## src/rtl/core/orb_pkg.sv

```systemverilog
// Shared types, constants and pointer helper for the overwriting ring buffer.
// Used by orb_ctrl, orb_datapath and overwriting_ring_buffer; no dependencies.
`timescale 1ns / 1ps
`default_nettype none

package orb_pkg;

	localparam int DEPTH      = 16;
	localparam int DATA_WIDTH = 32;
	localparam int IDX_W      = $clog2(DEPTH);
	localparam int CNT_W      = $clog2(DEPTH + 1);
	localparam int CFG_W      = 5;
	localparam int FUNC_W     = 2;

	localparam logic [FUNC_W-1:0] FUNC_PUSH = 2'd0;
	localparam logic [FUNC_W-1:0] FUNC_POP  = 2'd1;
	localparam logic [FUNC_W-1:0] FUNC_PEEK = 2'd2;

	localparam logic STATUS_OK    = 1'b0;
	localparam logic STATUS_EMPTY = 1'b1;

	typedef enum logic [2:0] {
		ST_IDLE = 3'b001,
		ST_EXEC = 3'b010,
		ST_DONE = 3'b100
	} state_t;

	typedef struct packed {
		logic capture;
		logic execute;
	} cmd_t;

	function automatic logic [IDX_W-1:0] advance(input logic [IDX_W-1:0] idx,
		input logic [CNT_W-1:0] cap);
		logic [CNT_W-1:0] n;
		n = CNT_W'(idx) + CNT_W'(1);
		return (n >= cap) ? '0 : n[IDX_W-1:0];
	endfunction

endpackage

`default_nettype wire

```

## src/rtl/core/orb_ctrl.sv

```systemverilog
// Sequencing state machine for the overwriting ring buffer.
// Depends on orb_pkg; issues capture and execute commands to orb_datapath.
`timescale 1ns / 1ps
`default_nettype none

module orb_ctrl (
	input  wire             clk,
	input  wire             arst_n,
	input  wire             in_valid,
	output logic            in_stall,
	output logic            out_valid,
	input  wire             out_stall,
	output orb_pkg::cmd_t   cmd
);

	orb_pkg::state_t state_q;
	orb_pkg::state_t state_nxt;

	always_comb begin
		state_nxt = state_q;
		unique case (state_q)
			orb_pkg::ST_IDLE: if (in_valid) state_nxt = orb_pkg::ST_EXEC;
			orb_pkg::ST_EXEC: state_nxt = orb_pkg::ST_DONE;
			orb_pkg::ST_DONE: if (!out_stall) state_nxt = orb_pkg::ST_IDLE;
			default:          state_nxt = orb_pkg::ST_IDLE;
		endcase
	end

	always_ff @(posedge clk or negedge arst_n) begin
		if (!arst_n) begin
			state_q <= orb_pkg::ST_IDLE;
		end else begin
			state_q <= state_nxt;
		end
	end

	assign in_stall    = (state_q != orb_pkg::ST_IDLE);
	assign out_valid   = (state_q == orb_pkg::ST_DONE);
	assign cmd.capture = (state_q == orb_pkg::ST_IDLE) && in_valid;
	assign cmd.execute = (state_q == orb_pkg::ST_EXEC);

endmodule

`default_nettype wire

```

## src/rtl/core/orb_datapath.sv

```systemverilog
// Storage, pointers, count, capacity register and result registers.
// Depends on orb_pkg; driven by commands from orb_ctrl.
`timescale 1ns / 1ps
`default_nettype none

module orb_datapath (
	input  wire                              clk,
	input  wire                              arst_n,
	input  orb_pkg::cmd_t                    cmd,
	input  wire                              cfg_we,
	input  wire  [orb_pkg::CFG_W-1:0]        cfg_wdata,
	input  wire  [orb_pkg::FUNC_W-1:0]       func,
	input  wire  [orb_pkg::DATA_WIDTH-1:0]   push_value,
	output logic [orb_pkg::DATA_WIDTH-1:0]   read_value,
	output logic                             status,
	output logic [orb_pkg::CNT_W-1:0]        entry_count,
	output logic                             is_full,
	output logic                             is_empty
);

	logic [orb_pkg::DATA_WIDTH-1:0] mem [orb_pkg::DEPTH];

	logic [orb_pkg::FUNC_W-1:0]     func_q;
	logic [orb_pkg::DATA_WIDTH-1:0] wdata_q;
	logic [orb_pkg::DATA_WIDTH-1:0] rdata_q;
	logic                           rd_ok_q;
	logic                           err_q;
	logic [orb_pkg::IDX_W-1:0]      head_q;
	logic [orb_pkg::IDX_W-1:0]      tail_q;
	logic [orb_pkg::CNT_W-1:0]      count_q;
	logic [orb_pkg::CFG_W-1:0]      cap_q;
	logic [orb_pkg::CNT_W-1:0]      eff_cap;
	logic                           do_push;
	logic                           do_read;
	logic                           empty_now;

	always_comb begin
		priority if (cap_q == '0) begin
			eff_cap = orb_pkg::CNT_W'(1);
		end else if (orb_pkg::CNT_W'(cap_q) > orb_pkg::CNT_W'(orb_pkg::DEPTH)) begin
			eff_cap = orb_pkg::CNT_W'(orb_pkg::DEPTH);
		end else begin
			eff_cap = orb_pkg::CNT_W'(cap_q);
		end
	end

	assign empty_now = (count_q == '0);
	assign do_push   = cmd.execute && (func_q == orb_pkg::FUNC_PUSH);
	assign do_read   = (func_q == orb_pkg::FUNC_POP) || (func_q == orb_pkg::FUNC_PEEK);

	always_ff @(posedge clk) begin
		if (cmd.capture) begin
			func_q  <= func;
			wdata_q <= push_value;
		end
		if (do_push) begin
			mem[tail_q] <= wdata_q;
		end
		if (cmd.execute) begin
			rdata_q <= mem[head_q];
			rd_ok_q <= do_read && !empty_now;
			err_q   <= do_read && empty_now;
		end
	end

	always_ff @(posedge clk or negedge arst_n) begin
		if (!arst_n) begin
			cap_q   <= orb_pkg::CFG_W'(16);
			head_q  <= '0;
			tail_q  <= '0;
			count_q <= '0;
		end else if (cfg_we) begin
			cap_q   <= cfg_wdata;
			head_q  <= '0;
			tail_q  <= '0;
			count_q <= '0;
		end else if (cmd.execute) begin
			unique case (func_q)
				orb_pkg::FUNC_PUSH: begin
					tail_q <= orb_pkg::advance(tail_q, eff_cap);
					if (count_q < eff_cap) begin
						count_q <= count_q + orb_pkg::CNT_W'(1);
					end else begin
						head_q <= orb_pkg::advance(head_q, eff_cap);
					end
				end
				orb_pkg::FUNC_POP: begin
					if (!empty_now) begin
						head_q  <= orb_pkg::advance(head_q, eff_cap);
						count_q <= count_q - orb_pkg::CNT_W'(1);
					end
				end
				default: begin
				end
			endcase
		end
	end

	assign read_value  = rd_ok_q ? rdata_q : '0;
	assign status      = err_q ? orb_pkg::STATUS_EMPTY : orb_pkg::STATUS_OK;
	assign entry_count = count_q;
	assign is_full     = (count_q == eff_cap);
	assign is_empty    = empty_now;

endmodule

`default_nettype wire

```

## src/rtl/core/overwriting_ring_buffer.sv

```systemverilog
// Top level of the overwriting ring buffer: controller plus datapath.
// Depends on orb_pkg, orb_ctrl and orb_datapath.
//
// Usage:
//   Input channel (in_valid / in_stall) carries one operation per beat:
//   func selects push, pop or peek; push_value is the word to store.
//   Output channel (out_valid / out_stall) returns one result beat per
//   operation: read_value, status, entry_count, is_full, is_empty.
//   cfg_we / cfg_wdata write capacity_in_use and empty the buffer; write
//   only while no operation is in flight.
// Timing:
//   An operation is taken in ST_IDLE, executed in the next cycle (a memory
//   write at the tail for a push, one registered read at the head, pointer
//   update for a push or pop), and its result is offered from the cycle after.
//   The three-state controller handles one operation at a time and takes no
//   new one until its result has been accepted without output stall.
// Reset:
//   arst_n clears pointers and count and sets capacity_in_use to 16.
//   Storage is not cleared; only written entries ever reach read_value.
// Stall:
//   While out_stall is high the result holds and in_stall stays high.
`timescale 1ns / 1ps
`default_nettype none

module overwriting_ring_buffer (
	input  wire                              clk,
	input  wire                              arst_n,
	input  wire                              in_valid,
	output logic                             in_stall,
	input  wire  [orb_pkg::FUNC_W-1:0]       func,
	input  wire  [orb_pkg::DATA_WIDTH-1:0]   push_value,
	output logic                             out_valid,
	input  wire                              out_stall,
	output logic [orb_pkg::DATA_WIDTH-1:0]   read_value,
	output logic                             status,
	output logic [orb_pkg::CNT_W-1:0]        entry_count,
	output logic                             is_full,
	output logic                             is_empty,
	input  wire                              cfg_we,
	input  wire  [orb_pkg::CFG_W-1:0]        cfg_wdata
);

	orb_pkg::cmd_t cmd;

	orb_ctrl u_ctrl (
		.clk       (clk),
		.arst_n    (arst_n),
		.in_valid  (in_valid),
		.in_stall  (in_stall),
		.out_valid (out_valid),
		.out_stall (out_stall),
		.cmd       (cmd)
	);

	orb_datapath u_datapath (
		.clk         (clk),
		.arst_n      (arst_n),
		.cmd         (cmd),
		.cfg_we      (cfg_we),
		.cfg_wdata   (cfg_wdata),
		.func        (func),
		.push_value  (push_value),
		.read_value  (read_value),
		.status      (status),
		.entry_count (entry_count),
		.is_full     (is_full),
		.is_empty    (is_empty)
	);

	a_accept_not_during_result: assert property (@(posedge clk) disable iff (!arst_n)
		(in_valid && !in_stall) |-> !out_valid)
		else $error("input beat accepted while a result is pending");

	a_accept_then_busy: assert property (@(posedge clk) disable iff (!arst_n)
		(in_valid && !in_stall) |=> (in_stall && !out_valid))
		else $error("block not busy after accepting an input beat");

	a_full_empty_exclusive: assert property (@(posedge clk) disable iff (!arst_n)
		out_valid |-> !(is_full && is_empty))
		else $error("result reports full and empty at once");

	a_error_result: assert property (@(posedge clk) disable iff (!arst_n)
		(out_valid && status) |-> (is_empty && read_value == '0))
		else $error("empty error with nonempty buffer or nonzero data");

endmodule

`default_nettype wire
```

## config.mk

```make
export PLATFORM = sky130hd
export DESIGN_NAME = overwriting_ring_buffer
export DESIGN_NICKNAME = d
export VERILOG_FILES = /design/src/rtl/core/orb_pkg.sv /design/src/rtl/core/orb_ctrl.sv /design/src/rtl/core/orb_datapath.sv /design/src/rtl/core/overwriting_ring_buffer.sv
export SDC_FILE = /design/constraint.sdc
export NUM_CORES = 1
export LEC_CHECK = 0
export ABC_CLOCK_PERIOD_IN_PS = 17900
export BUFFER_PORTS_ARGS = -buffer_cell sky130_fd_sc_hd__clkbuf_2
export CAP_MARGIN = 0
export CORE_ASPECT_RATIO = 1.1
export CORE_MARGIN = 3
export CORE_UTILIZATION = 55
export DETAILED_ROUTE_END_ITERATION = 8
export GPL_TIMING_DRIVEN = 0
export PLACE_DENSITY_LB_ADDON = 0.08
export SLEW_MARGIN = 20
export SYNTH_ARGS = -nofsm -noshare
export SYNTH_HDL_FRONTEND = slang
export SYNTH_SLANG_ARGS = --single-unit
export TNS_END_PERCENT = 10
```

## constraint.sdc

```tcl
create_clock -name clk -period 17.9 [get_ports clk]
set_input_delay 1.79 -clock clk [delete_from_list [all_inputs] [get_ports clk]]
set_output_delay 1.79 -clock clk [all_outputs]
set_load 0.01 [all_outputs]
```

Yosys cells after proc, flatten, opt, wreduce, memory -nomap -nowiden

Memories as Yosys holds them, arrays and structs flattened. A register that Yosys moved wholly into a read port is not among the register bits.
Index checks and enable logic that the tools add are counted.

Register bits after elaboration: 57
Memory bits (writable): 512
Bits of input ports: 44
Memories: 1

Add/sub/neg operators: 4
Magnitude comparators: 4
Eq/ne operators: 12
Mux-type cells: 24
Reduce and logical (&&, ||, !) cells: 16

Memories:

| name           | depth | bits a word | read ports | clocked after Yosys merged registers in | wr ports | line               | source |
|---|---|---|---|---|---|---|---|
| u_datapath.mem | 16    | 32          | 1          | 1                                       | 1        | orb_datapath.sv:21 | `logic [orb_pkg::DATA_WIDTH-1:0] mem [orb_pkg::DEPTH];` |

Operator list:

| kind                                                                   | count |
|---|---|
| 4-bit 2-to-1 mux                                                       | 9 |
| 32-bit 2-to-1 mux                                                      | 1 |
| 5-bit 2-to-1 mux                                                       | 6 |
| 4-bit by 1-bit adder with 5-bit output (second input constant)         | 2 |
| 5-bit greater-or-equal comparator                                      | 2 |
| 5-bit zero test                                                        | 2 |
| 5-bit case mux with 2 select lines                                     | 1 |
| 3-bit != test (second input constant)                                  | 3 |
| 3-bit case mux with 3 select lines                                     | 1 |
| 4-bit case mux with 2 select lines                                     | 1 |
| 4-bit AND reduction                                                    | 2 |
| 3-bit 2-to-1 mux                                                       | 2 |
| 5-bit by 1-bit adder with 5-bit output (second input constant)         | 1 |
| 5-bit equality test                                                    | 1 |
| 5-bit greater-than comparator (second input constant)                  | 1 |
| 5-bit < comparator                                                     | 1 |
| 5-bit by 1-bit subtractor with 5-bit output (second input constant)    | 1 |
| 1-bit logical AND                                                      | 4 |
| 2-bit != test (second input constant)                                  | 2 |
| 2-bit AND reduction                                                    | 2 |
| 2-bit nonzero test                                                     | 2 |
| 3-bit by 1-bit equality test with 1-bit output (second input constant) | 1 |
| 3-bit by 2-bit equality test with 1-bit output (second input constant) | 1 |
| 3-bit equality test (second input constant)                            | 1 |
| other kinds (8)                                                        | 10 |

Logic depth before layout (Yosys ltp)

Gate-level depths: netlist of run 1.

Depth after elaboration: 9
Mapped depth: 10

Hierarchy

Synthesis of run 1 repeated with hierarchy kept, for this count alone.

Cell total of the unflattened synthesis: 1,001
Area total of the unflattened synthesis: 23,166.0 µm²

Modules (own cells, without submodules):

| module       | times used | cells each | area each (µm²) | seq. area each (µm²) |
|---|---|---|---|---|
| orb_datapath | 1          | 988        | 22,984.5        | 17,868.4 |
| orb_ctrl     | 1          | 13         | 181.4           | 76.3 |

Least setup slack after synthesis of run 1

Ideal clock, no wire load.

Path kind: register to register
Start point: register u_ctrl.state_q[2]
End point: memory u_datapath.mem[0][0] in the netlist's numbering (enable)
Setup time: 461 ps
Data arrival time: 5,882 ps
Data required time: 17,439 ps
Path slack: 11,557 ps
Stages on the path, launching flop included: 6
Buffers on the path: 1
Clock period less this slack: 6,343 ps
Cell sequence: dfrtp_1 > nor3b_1 > and2_0 > clkbuf_1 > nand2_1 > nor3_1

Cells in the longest elaborated chain, start to end: 4

RTL lines:

| what                                           | line               | source |
|---|---|---|
| from (decl)                                    | orb_ctrl.sv:16     | `orb_pkg::state_t state_q;` |
| from (signal assigned)                         | orb_ctrl.sv:31     | `state_q <= orb_pkg::ST_IDLE;` |
| from (signal assigned)                         | orb_ctrl.sv:33     | `state_q <= state_nxt;` |
| 3-bit by 2-bit equality test with 1-bit output | orb_ctrl.sv:40     | `assign cmd.execute = (state_q == orb_pkg::ST_EXEC);` |
| 1-bit logical AND                              | orb_datapath.sv:48 | `assign do_push = cmd.execute && (func_q == orb_pkg::FUNC_PUSH);` |
| 1-bit 2-to-1 mux                               | orb_datapath.sv:56 | `if (do_push) begin` |
| 1-bit 2-to-1 mux (not written as such)         | orb_datapath.sv:57 | `mem[tail_q] <= wdata_q;` |
| to (decl)                                      | orb_datapath.sv:21 |  |

No other way between the ends.

Worst setup path in the final report of run 1

Start point: register u_datapath.rd_ok_q
End point: output port read_value[2] in the netlist's numbering

Cells in the longest elaborated chain, start to end: 1

RTL lines:

| what                   | line                          | source |
|---|---|---|
| from (decl)            | orb_datapath.sv:26            | `logic rd_ok_q;` |
| from (signal assigned) | orb_datapath.sv:61            | `rd_ok_q <= do_read && !empty_now;` |
| 32-bit 2-to-1 mux      | orb_datapath.sv:99            | `assign read_value = rd_ok_q ? rdata_q : '0;` |
| to (decl)              | overwriting_ring_buffer.sv:34 | `output logic [orb_pkg::DATA_WIDTH-1:0] read_value,` |

No other way between the ends.

==> results.py, run 1 <==
metrics = {
    "status": {
        "status": "completed",
    },
    "sta": {
        "finalMaxSlewViolations": 0,
        "fin_ws_ns": 13.87,
        "clock.fmax_mhz": 248.1,
        "rsz0062_at_grt": "false",
        "fin_crit_ns": 4.030,
        "tns_ns": 0,
        "skew_ns": 0.01412,
        "setup_viol_count_final": 0,
        "tightest_slew_ns": 1.027,
        "slew_headroom": 0.3151,
        "period_share": 0.2252,
        "hold_violations": 0,
    },
    "critical_path": {
        "reg2regPathDepth": 8,
        "worstPathRequired_ns": 16.11,
        "path_depth": 3,
        "crit_arrival_ns": 2.24,
        "crit-reg2reg-capture": "u_datapath.mem[1][23]",
        "critPathKind": "reg2out",
        "endpoint": "read_value[2]",
        "r2r_start": "u_ctrl.state_q[2]",
        "slowest_stage": "edfxtp_1",
        "r2r_setup_slack_ns": 14.60,
        "cpPeakStageDelay_ns": 0.72,
        "crit_buf_inv": 2,
        "path_cells": "clkbuf_1 > and2_1 > clkbuf_2",
        "setup.worst_path.start": "u_datapath.rd_ok_q",
        "crit_fanout": 10,
        "crit_path_end_kind": "output pin",
        "cp_top_family": "flip-flops",
        "critPathLaunchType": "flip-flop",
    },
    "place": {
        "placed_area_um2": 25350,
        "io_buffers": 84,
        "place_inst": 1929,
        "post-place-ws_ns": 14.48,
        "hpwl_um": 34870,
        "place.gp.congestion": 0.7623,
    },
    "cts": {
        "clock_latency_ns": 0.60,
        "cts.sinks": 601,
        "cts_made_buffers": 58,
        "cts.clk_slew.worst_paths_ns": 0.06,
        "post_cts_buffers": 0,
        "ctsHoldBuffers": 0,
        "tritoncts": "yes",
        "htree_levels": 2,
        "post_cts_resized": 0,
        "clockBufferDepth": 3,
        "cts_root_buf": "clkbuf_16",
    },
    "yosys": {
        "synth_edf_count": 580,
        "yosys.area.top_type_share": 0.7422,
        "synth_compound_gate_area_share": 0.05390,
        "synth_common_cells": "edfxtp_1 (580), mux2i_1 (97), o21ai_0 (76), mux4_2 (64), nand2_1 (47)",
        "yosysWarnings": 0,
        "synthAdderAreaFrac": 0.01418,
        "netlist_area_um2": 23470,
        "avgSynthCellArea_um2": 18.88,
        "synth_xor_area_frac": 0.002239,
        "yosys_most_used_dff": "edfxtp_1",
        "syn_inst": 1243,
        "seq_area_frac_synth": 0.7647,
        "synth.most_common_cell": "edfxtp_1",
        "synth_nets": 1313,
        "ys_ff_latch": 601,
        "yosys.area_share.simple": 0.03082,
        "async_flop_share": 0.03494,
        "synth_largest_area_cell": "edfxtp_1",
        "synth_area_leaders": "edfxtp_1 (74%), mux4_2 (6.1%), mux2i_1 (4.1%)",
        "yosysUniqueCellTypes": 46,
        "synth_top_family_by_area": "multiplexers",
        "synth.area.mux_share": 0.1212,
    },
    "hold_path": {
        "hold_path_class": "reg2reg",
    },
    "floorplanning": {
        "io_pins": 86,
        "core_area_um2": 41670,
        "dieHeight_um": 222.6,
        "rows": 78,
        "start_util": 0.5631,
        "dieArea_um2": 45190,
        "die_x_um": 203.0,
    },
    "final_layout": {
        "final_nets": 1499,
        "insertedDiodeCount": 0,
        "n_fill_cell": 2825,
        "final_area_um2": 27350,
        "fin_cells": 2037,
        "area_growth_pct": 16.56,
        "layout-drive-gt1-share": 0.2417,
    },
    "routing": {
        "ant_nets": 0,
        "first_pass_iters": 6,
        "viasPerCell": 5.895,
        "initialDrtViolationCount": 1019,
        "wl_um": 52040,
        "drc": 0,
        "vias": 12010,
        "drt-wirelength-per-cell_um": 25.55,
    },
    "global_route": {
        "grt_max_degree": 22,
        "grt_pass1_vias": 12280,
        "antenna_found_initial": 0,
        "groute.usage.overall": 0.2339,
        "grt_overflow": 0,
        "grt_pass1_wl_um": 77840,
    },
    "power": {
        "sequentialPowerShare": 0.467,
        "power_density_nw_per_um2": 137.8,
        "p_sw_w": 0.0009993,
        "power_frac_comb": 0.193,
        "sw_frac_of_total": 0.2650,
        "clkPwrFrac": 0.340,
        "p_leak_nw": 9.168,
        "worst_ir_drop_vdd_mv": 0.09771,
        "intPower_w": 0.002771,
    },
    "flow_run": {
        "maxCapViolCount": 0,
    },
}
[worst min-delay path by stage]
stage | start | end | slack, ns | depth (start not counted)
finish | u_datapath.cap_q[0] | u_datapath.cap_q[0] | 0.56 | 1
global placement | u_datapath.cap_q[0] | u_datapath.cap_q[0] | 0.51 | 1
floorplan | u_datapath.cap_q[0] | u_datapath.cap_q[0] | 0.48 | 1
global route | u_datapath.cap_q[0] | u_datapath.cap_q[0] | 0.57 | 1
detailed placement | u_datapath.cap_q[0] | u_datapath.cap_q[0] | 0.52 | 1
CTS | u_datapath.cap_q[0] | u_datapath.cap_q[0] | 0.56 | 1
[cells by family after synthesis]
kind of cell,Yosys count
buf+inv,71
compound gates,199
flops,601
xor+xnor,6
simple gates,141
mux,199
fa+ha+maj,26
[power by group through the flow]
stage	logic, W	clock network, W	registers (W)
2_1_floorplan	0.000507	0	0.00176
3_3_place_gp	0.000714	0	0.00179
3_5_place_dp	0.000736	0	0.00179
4_1_cts	0.000739	0.00130	0.00176
5_1_grt	0.000787	0.00136	0.00177
6_report	0.000726	0.00128	0.00176
[layout by cell type, fill, tap and decap left out, types with 10 or more instances in the layout]
master     netlist  routed
edfxtp_1       580     580
mux2i_1         97      97
clkbuf_2         0      85
o21ai_0         76      76
mux4_2          64      64
clkbuf_16        0      59
clkbuf_1        41      50
nand2_1         47      47
mux2_2          37      37
a21oi_1         37      37
and2_1          36      35
a221oi_1        33      33
a22oi_1         32      32
ha_1            25      25
buf_4            0      23
buf_2           19      19
dfrtp_1         19      19
clkinv_1         0      16
buf_16           0      14
nor2_4           0      12
bufinv_16        0      12
nand2b_1        10      10
[metrics by stage]
| step | util | hold WS, ns | total power (W) |
|---|---|---|---|
| floorplan | - | 0.4813 | 0.002266 |
| global placement | 0.5900 | 0.5139 | 0.002503 |
| detailed placement | 0.6082 | 0.5152 | 0.002527 |
| CTS | 0.6564 | 0.5607 | 0.003803 |
| global route | 0.6564 | 0.5742 | 0.003923 |
| finish | 0.6564 | 0.5603 | 0.003770 |
[flip-flops by register name, indices dropped and copies added (netlist names)]
register and cells:
u_datapath.func_q 2, u_datapath.cap_q 5, u_datapath.rdata_q 32, u_datapath.wdata_q 32, u_datapath.tail_q 4, u_datapath.head_q 4, u_datapath.rd_ok_q 1, u_datapath.entry_count 5
u_ctrl.state_q 3, u_datapath.err_q 1, u_datapath.mem 512
[metal layers]
layer  part of all wire  wire (um)  vias to the layer above  global-route usage
met5                  0          0                        -                   0
met3              0.054       2830                       89             0.03678
li1                   -          -                     5390                   -
met2               0.49      25560                      364              0.3837
met4              0.027       1398                        0             0.06998
met1               0.43      22240                     6166              0.3292
[layout make-up]
cell class | instances | area (um^2) | area share
tap | 560 | 700.7 | 0.02562
sequential | 601 | 17940 | 0.6560
clock buffer | 69 | 1514 | 0.05535
multi-input combinational | 571 | 5335 | 0.1950
clock inverter | 39 | 491.7 | 0.01798
buffer | 62 | 272.8 | 0.009972
inverter | 9 | 33.78 | 0.001235
timing repair buffer | 126 | 1061 | 0.03879
(Power assumes the default switching activity.)
==> run 2: changes to the inputs <==
--- a/config.mk
+++ b/config.mk
@@ -5,7 +5,8 @@
 export SDC_FILE = /design/constraint.sdc
 export NUM_CORES = 1
 export LEC_CHECK = 0
-export ABC_CLOCK_PERIOD_IN_PS = 17900
+export ABC_AREA = 1
+export ABC_CLOCK_PERIOD_IN_PS = 3330
 export BUFFER_PORTS_ARGS = -buffer_cell sky130_fd_sc_hd__clkbuf_2
 export CAP_MARGIN = 0
 export CORE_ASPECT_RATIO = 1.1
==> constraint.sdc (replaced) <==
create_clock -name clk -period 3.33 [get_ports clk]
set_input_delay 0.333 -clock clk [delete_from_list [all_inputs] [get_ports clk]]
set_output_delay 0.333 -clock clk [all_outputs]
set_load 0.01 [all_outputs]
==> run 2 against run 1 <==
Against the previous run:
- critical path depth up 6
- clock skew grew 0.0057 ns
- via count grew 35%
- final cell count grew 37%
- register-to-register slack got worse by 14 ns
- die area rose by 2.6%
- sequential share of layout area fell by 1.7 points
- worst hold slack lost 0.43 ns
- synthesized cell count is 57% higher
- clock power rose to 4.9 times the previous value
- critical path type is now reg2reg
- largest cell class unchanged
- highest routed layer unchanged
==> results.py, run 2 <==
metrics = {
    "sta": {
        "hold_violations": 0,
        "worst_hold_slack_ns": 0.1322,
        "clock.fmax_mhz": 311.0,
        "tightest_slew_ns": 1.218,
        "setup_viol_count_final": 0,
        "fin_ws_ns": 0.1149,
        "slew_headroom": 0.1879,
        "period_share": 0.9655,
        "fin_crit_ns": 3.215,
        "skew_ns": 0.01979,
        "finalMaxSlewViolations": 0,
    },
    "routing": {
        "initialDrtViolationCount": 1902,
        "drt-wirelength-per-cell_um": 24.18,
        "first_pass_iters": 7,
        "wl_um": 67250,
        "vias": 16180,
        "viasPerCell": 5.818,
        "drc": 0,
        "ant_nets": 0,
    },
    "final_layout": {
        "final_cell_mix": "edfxtp_1 (580), nand2_1 (479), nor2_1 (235), a21oi_1 (117), clkbuf_2 (84)",
        "regMostFlops": "u_datapath.mem",
        "reg_top3": "u_datapath.mem: 512 flops, u_datapath.rdata_q: 32 flops, u_datapath.wdata_q: 32 flops",
        "layout-drive-gt1-share": 0.1323,
        "n_fill_cell": 3156,
        "layout_commonest_cell": "edfxtp_1",
        "utilization": 0.6564,
        "area_growth_pct": 16.59,
        "final_nets": 2247,
        "insertedDiodeCount": 0,
        "largest_register_ffs": 512,
    },
    "critical_path": {
        "crit_fanout": 19,
        "crit_arrival_ns": 3.52,
        "critPathLaunchType": "flip-flop",
        "crit_path_end_kind": "flip-flop",
        "worstPathRequired_ns": 3.63,
        "critPathKind": "reg2reg",
    },
    "global_route": {
        "grt_busiest_layer": "met2",
        "grt_pass1_vias": 15630,
        "grt_use_met1": 0.4151,
        "groute.usage.overall": 0.2953,
        "grt_use_met2": 0.4753,
        "grt_max_degree": 22,
        "grt_pass1_wl_um": 98900,
        "antenna_found_initial": 0,
        "met3_usage": 0.04131,
        "grt_overflow": 0,
    },
    "yosys": {
        "seq_area_frac_synth": 0.7447,
        "synth_top_family_by_area": "simple AND/OR/NAND/NOR gates",
        "synth_area_leaders": "edfxtp_1 (72%), nand2_1 (7.5%), nor2_1 (3.9%)",
        "yosysWarnings": 0,
        "synth_edf_count": 580,
        "syn_inst": 1952,
        "synth.most_common_cell": "edfxtp_1",
        "yosysUniqueCellTypes": 28,
        "ys_ff_latch": 601,
        "yosys.area.top_type_share": 0.7228,
        "synth_largest_area_cell": "edfxtp_1",
        "synth_common_cells": "edfxtp_1 (580), nand2_1 (479), nor2_1 (248), a21oi_1 (117), nand3_1 (81)",
        "yosys.area_share.simple": 0.1343,
        "synth.area.mux_share": 0,
        "synth_compound_gate_area_share": 0.07321,
        "yosys_most_used_dff": "edfxtp_1",
        "synth_xor_area_frac": 0.001454,
        "avgSynthCellArea_um2": 12.34,
        "netlist_area_um2": 24100,
        "synth_nets": 2022,
        "synthAdderAreaFrac": 0.01381,
        "async_flop_share": 0.03494,
    },
    "power": {
        "p_leak_nw": 10.41,
        "total_power_w": 0.02042,
        "power_density_nw_per_um2": 726.8,
        "worst_ir_drop_vdd_mv": 0.4648,
    },
    "place": {
        "io_buffers": 84,
        "place.gp.congestion": 0.8443,
        "hpwl_um": 44380,
        "post-place-ws_ns": -0.02393,
    },
    "floorplanning": {
        "dieArea_um2": 46360,
        "io_pins": 86,
        "dieHeight_um": 225.5,
        "rows": 79,
        "start_util": 0.5630,
        "die_x_um": 205.6,
        "core_area_um2": 42800,
    },
    "cts": {
        "cts_root_buf": "clkbuf_16",
        "htree_levels": 2,
        "cts.clk_slew.worst_paths_ns": 0.06,
        "cts.sinks": 601,
        "tritoncts": "yes",
        "clock_latency_ns": 0.62,
        "clockBufferDepth": 3,
        "cts_made_buffers": 59,
    },
    "status": {
        "status": "completed",
    },
    "flow_run": {
        "maxCapViolCount": 0,
    },
    "hold_path": {
        "hold_path_class": "in2reg",
    },
}
## run 2: power breakdown
group | leakage (nW) | switching (W) | internal, W | total [W]
Combinational | 4.05 | 0.00342 | 0.00130 | 0.00473
Sequential | 5.50 | 0.000460 | 0.00900 | 0.00946
Clock | 0.858 | 0.00273 | 0.00350 | 0.00624
## run 2: critical path: stages, from the launching register on
cell and delay (ns):
dfrtp_1 0.38, inv_1 0.08, nand3_1 0.25, inv_6 0.30
buf_12 0.22, nand2_1 0.23, inv_1 0.18, nand2_1 0.26
nor2_4 0.68, buf_12 0.27
## run 2: stage by stage
| stage | TNS (ns) | instance area [um^2] | std cells |
|---|---|---|---|
| detailed placement | -0.7400 | 25850 | 2638 |
| finish | 0 | 28100 | 2781 |
| global placement | -1789.11 | 25230 | 2603 |
| global route | -0.1007 | 28100 | 2781 |
| CTS | 0 | 28070 | 2780 |
| floorplan | -206.72 | 24100 | 1952 |
## run 2: final timing paths
| path | startpoint | end | slack [ns] | cells past startpoint |
|---|---|---|---|---|
| setup / recovery | u_ctrl.state_q[2] | u_datapath.mem[2][12] | 0.11 | 9 |
| min in group asynchronous | arst_n | u_datapath.cap_q[2] | 0.25 | 2 |
| hold / removal | cfg_we | u_datapath.entry_count[0] | 0.13 | 4 |
| hold reg to reg | u_datapath.cap_q[2] | u_datapath.cap_q[2] | 0.54 | 2 |
| setup reg to reg | u_ctrl.state_q[2] | u_datapath.mem[2][12] | 0.11 | 9 |
| max in group asynchronous | arst_n | u_datapath.head_q[0] | 2.70 | 2 |
## run 2: per-layer routing
metal  wire length (um)  vias to the layer above
met5                  0                        -
met4               2579                        0
met3               5426                      166
met2              32070                      818
met1              27180                     7894
li1                   -                     7302
## run 2: kinds of logic after synthesis
family | count (synthesis)
AOI/OAI and AO/OA | 320
xor gates and xnor gates | 4
adders and majority gates | 26
buffers and inverters | 177
DFF | 601
and+or+nand+nor | 824
## run 2: what timing repair did
item                                    4_1_cts  5_1_grt
setup buffers                                 2        1
pin swaps                                     2        1
hold buffers                                 42        0
hold endpoints to repair                     61        0
gates resized for setup                       1        1
endpoints found under the setup margin       68       46
## run 2: cell type report
class                           instances  area, um^2  area share
Sequential cell                       601       17940      0.6387
Multi-Input combinational cell       1174        5485      0.1952
Buffer                                103       506.7     0.01804
Clock buffer                           76        1562     0.05558
Tap cell                              567       709.4     0.02525
Inverter                               74       282.8     0.01006
Timing Repair Buffer                  164        1411     0.05023
Clock inverter                         22       193.9    0.006903
==> run 3: changes to the inputs <==
--- a/config.mk
+++ b/config.mk
@@ -9,9 +9,11 @@
 export ABC_CLOCK_PERIOD_IN_PS = 3330
 export BUFFER_PORTS_ARGS = -buffer_cell sky130_fd_sc_hd__clkbuf_2
 export CAP_MARGIN = 0
+export CELL_PAD_IN_SITES_DETAIL_PLACEMENT = 1
+export CELL_PAD_IN_SITES_GLOBAL_PLACEMENT = 1
 export CORE_ASPECT_RATIO = 1.1
 export CORE_MARGIN = 3
-export CORE_UTILIZATION = 55
+export CORE_UTILIZATION = 46
 export DETAILED_ROUTE_END_ITERATION = 8
 export GPL_TIMING_DRIVEN = 0
 export PLACE_DENSITY_LB_ADDON = 0.08
==> run 3 against run 2 <==
Against the previous run:
- non-clock buffer count rose by 4
- core utilization fell by 9.9 points
- power rose by 6.2%
- global-route usage fell by 1.0 points
- critical path type unchanged
==> results.py, run 3 (same netlist as run 2, synthesis figures left out) <==
metrics = {
    "status": {
        "status": "completed",
    },
    "power": {
        "power_density_nw_per_um2": 755.8,
        "p_leak_nw": 10.63,
        "worst_ir_drop_vdd_mv": 0.4526,
    },
    "global_route": {
        "groute.usage.overall": 0.2849,
        "grt_pass1_wl_um": 113300,
        "grt_overflow": 0,
        "grt_max_degree": 36,
        "grt_pass1_vias": 17560,
        "antenna_found_initial": 0,
    },
    "final_layout": {
        "reg_top3": "u_datapath.mem: 512 flops, u_datapath.rdata_q: 32 flops, u_datapath.wdata_q: 32 flops",
        "multi_input_area_um2": 5485,
        "largest_register_ffs": 512,
        "regMostFlops": "u_datapath.mem",
        "final_nets": 2258,
        "area_growth_pct": 19.06,
        "layout_commonest_cell": "edfxtp_1",
        "n_fill_cell": 5198,
        "layout-drive-gt1-share": 0.1416,
        "final_cell_mix": "edfxtp_1 (580), nand2_1 (479), nor2_1 (235), a21oi_1 (117), clkbuf_2 (84)",
        "regArea_um2": 17940,
        "final_area_um2": 28690,
        "fin_cells": 2907,
    },
    "floorplanning": {
        "io_pins": 86,
        "start_util": 0.4680,
        "dieHeight_um": 246.1,
        "core_area_um2": 51490,
        "die_x_um": 224.2,
        "rows": 87,
        "dieArea_um2": 55170,
    },
    "routing": {
        "wl_um": 77940,
        "initialDrtViolationCount": 1560,
        "drc": 0,
        "first_pass_iters": 5,
        "viasPerCell": 5.723,
        "vias": 16640,
        "drt-wirelength-per-cell_um": 26.81,
        "ant_nets": 0,
    },
    "sta": {
        "skew_ns": 0.01681,
        "tightest_slew_ns": 1.124,
        "slew_headroom": 0.2509,
        "clock.fmax_mhz": 326.8,
        "fin_crit_ns": 3.060,
        "setup_viol_count_final": 0,
        "hold_violations": 0,
        "rsz0062_at_grt": "false",
        "period_share": 0.9189,
        "fin_ws_ns": 0.2700,
        "finalMaxSlewViolations": 0,
    },
    "cts": {
        "cts.sinks": 601,
        "cts.clk_slew.worst_paths_ns": 0.06,
        "tritoncts": "yes",
        "cts_made_buffers": 66,
        "cts_root_buf": "clkbuf_16",
        "clockBufferDepth": 3,
        "htree_levels": 3,
        "clock_latency_ns": 0.61,
    },
    "critical_path": {
        "worstPathRequired_ns": 3.63,
        "crit_fanout": 35,
        "crit_path_end_kind": "flip-flop",
        "critPathLaunchType": "flip-flop",
        "crit_arrival_ns": 3.36,
        "critPathKind": "reg2reg",
    },
    "place": {
        "io_buffers": 84,
        "place_inst": 2743,
        "post-place-ws_ns": -0.06256,
        "place.gp.congestion": 0.8187,
        "hpwl_um": 51770,
        "placed_area_um2": 26100,
    },
    "hold_path": {
        "hold_path_class": "in2reg",
    },
    "flow_run": {
        "maxCapViolCount": 0,
    },
}
## run 3: cell count changes in the layout (fill, tap and decap cells not counted), sizes merged
| cell | before | now |
|---|---|---|
| inv | 74 | 73 |
| diode | 0 | 1 |
| clkbuf | 188 | 192 |
| clkinv | 18 | 31 |
| buf | 113 | 117 |
| clkinvlp | 1 | 4 |
| bufinv | 3 | 5 |
## run 3: stage by stage
| step | util | setup TNS, ns | total power (W) | hold WS (ns) |
|---|---|---|---|---|
| floorplan | - | -206.72 | 0.01215 | 0.03741 |
| global placement | 0.4924 | -1947.22 | 0.01420 | 0.3561 |
| detailed placement | 0.5069 | -1.037 | 0.01446 | 0.3792 |
| CTS | 0.5568 | 0 | 0.02174 | 0.1636 |
| global route | 0.5572 | 0 | 0.02254 | 0.2092 |
| finish | 0.5572 | 0 | 0.02168 | 0.1754 |
## run 3: path summary, 6_finish.rpt
| check | from | endpoint | slack (ns) | cells past startpoint |
|---|---|---|---|---|
| min | cfg_we | u_datapath.entry_count[0] | 0.18 | 4 |
| min in group asynchronous | arst_n | u_ctrl.state_q[2] | 0.29 | 2 |
| max in group asynchronous | arst_n | u_datapath.cap_q[1] | 2.63 | 2 |
| max | u_ctrl.state_q[2] | u_datapath.mem[13][19] | 0.27 | 8 |
| max reg2reg | u_ctrl.state_q[2] | u_datapath.mem[13][19] | 0.27 | 8 |
| min reg2reg | u_datapath.cap_q[2] | u_datapath.cap_q[2] | 0.55 | 2 |
## run 3: power breakdown
part	switching [W]	internal, W	leakage [nW]
Combinational	0.00364	0.00129	4.09
Sequential	0.000475	0.00900	5.50
Clock	0.00303	0.00426	1.04
## run 3: area by class of cell
class | instances | area share
Sequential cell | 601 | 0.6255
Multi-Input combinational cell | 1174 | 0.1912
Clock buffer | 80 | 0.06311
Timing Repair Buffer | 168 | 0.05255
Tap cell | 667 | 0.02909
Buffer | 103 | 0.01766
Clock inverter | 39 | 0.01099
Inverter | 74 | 0.009856
Antenna cell | 1 | 0.00008722
## run 3: layer usage
metal,wire (um),GRT usage
met1,30960,0.3618
met2,39340,0.4999
met3,5375,0.04623
met4,2275,0.09686
met5,0,0
## run 3: repair_timing
item                       in CTS  in global routing
setup endpoints to repair      35                 26
cloned                          0                  0
gates resized for setup         1                  1
buffers inserted                1                  1
hold buffers                   42                  0
hold endpoints to repair       61                  0
pin swaps                       1                  1
## run 3: worst max-delay path: stages (launching register included)
cell,delay [ns]
dfrtp_1,0.38
inv_1,0.07
nand3_1,0.19
clkinv_4,0.42
nand2_1,0.33
inv_1,0.20
nand2_1,0.25
nor2_4,0.65
buf_16,0.24
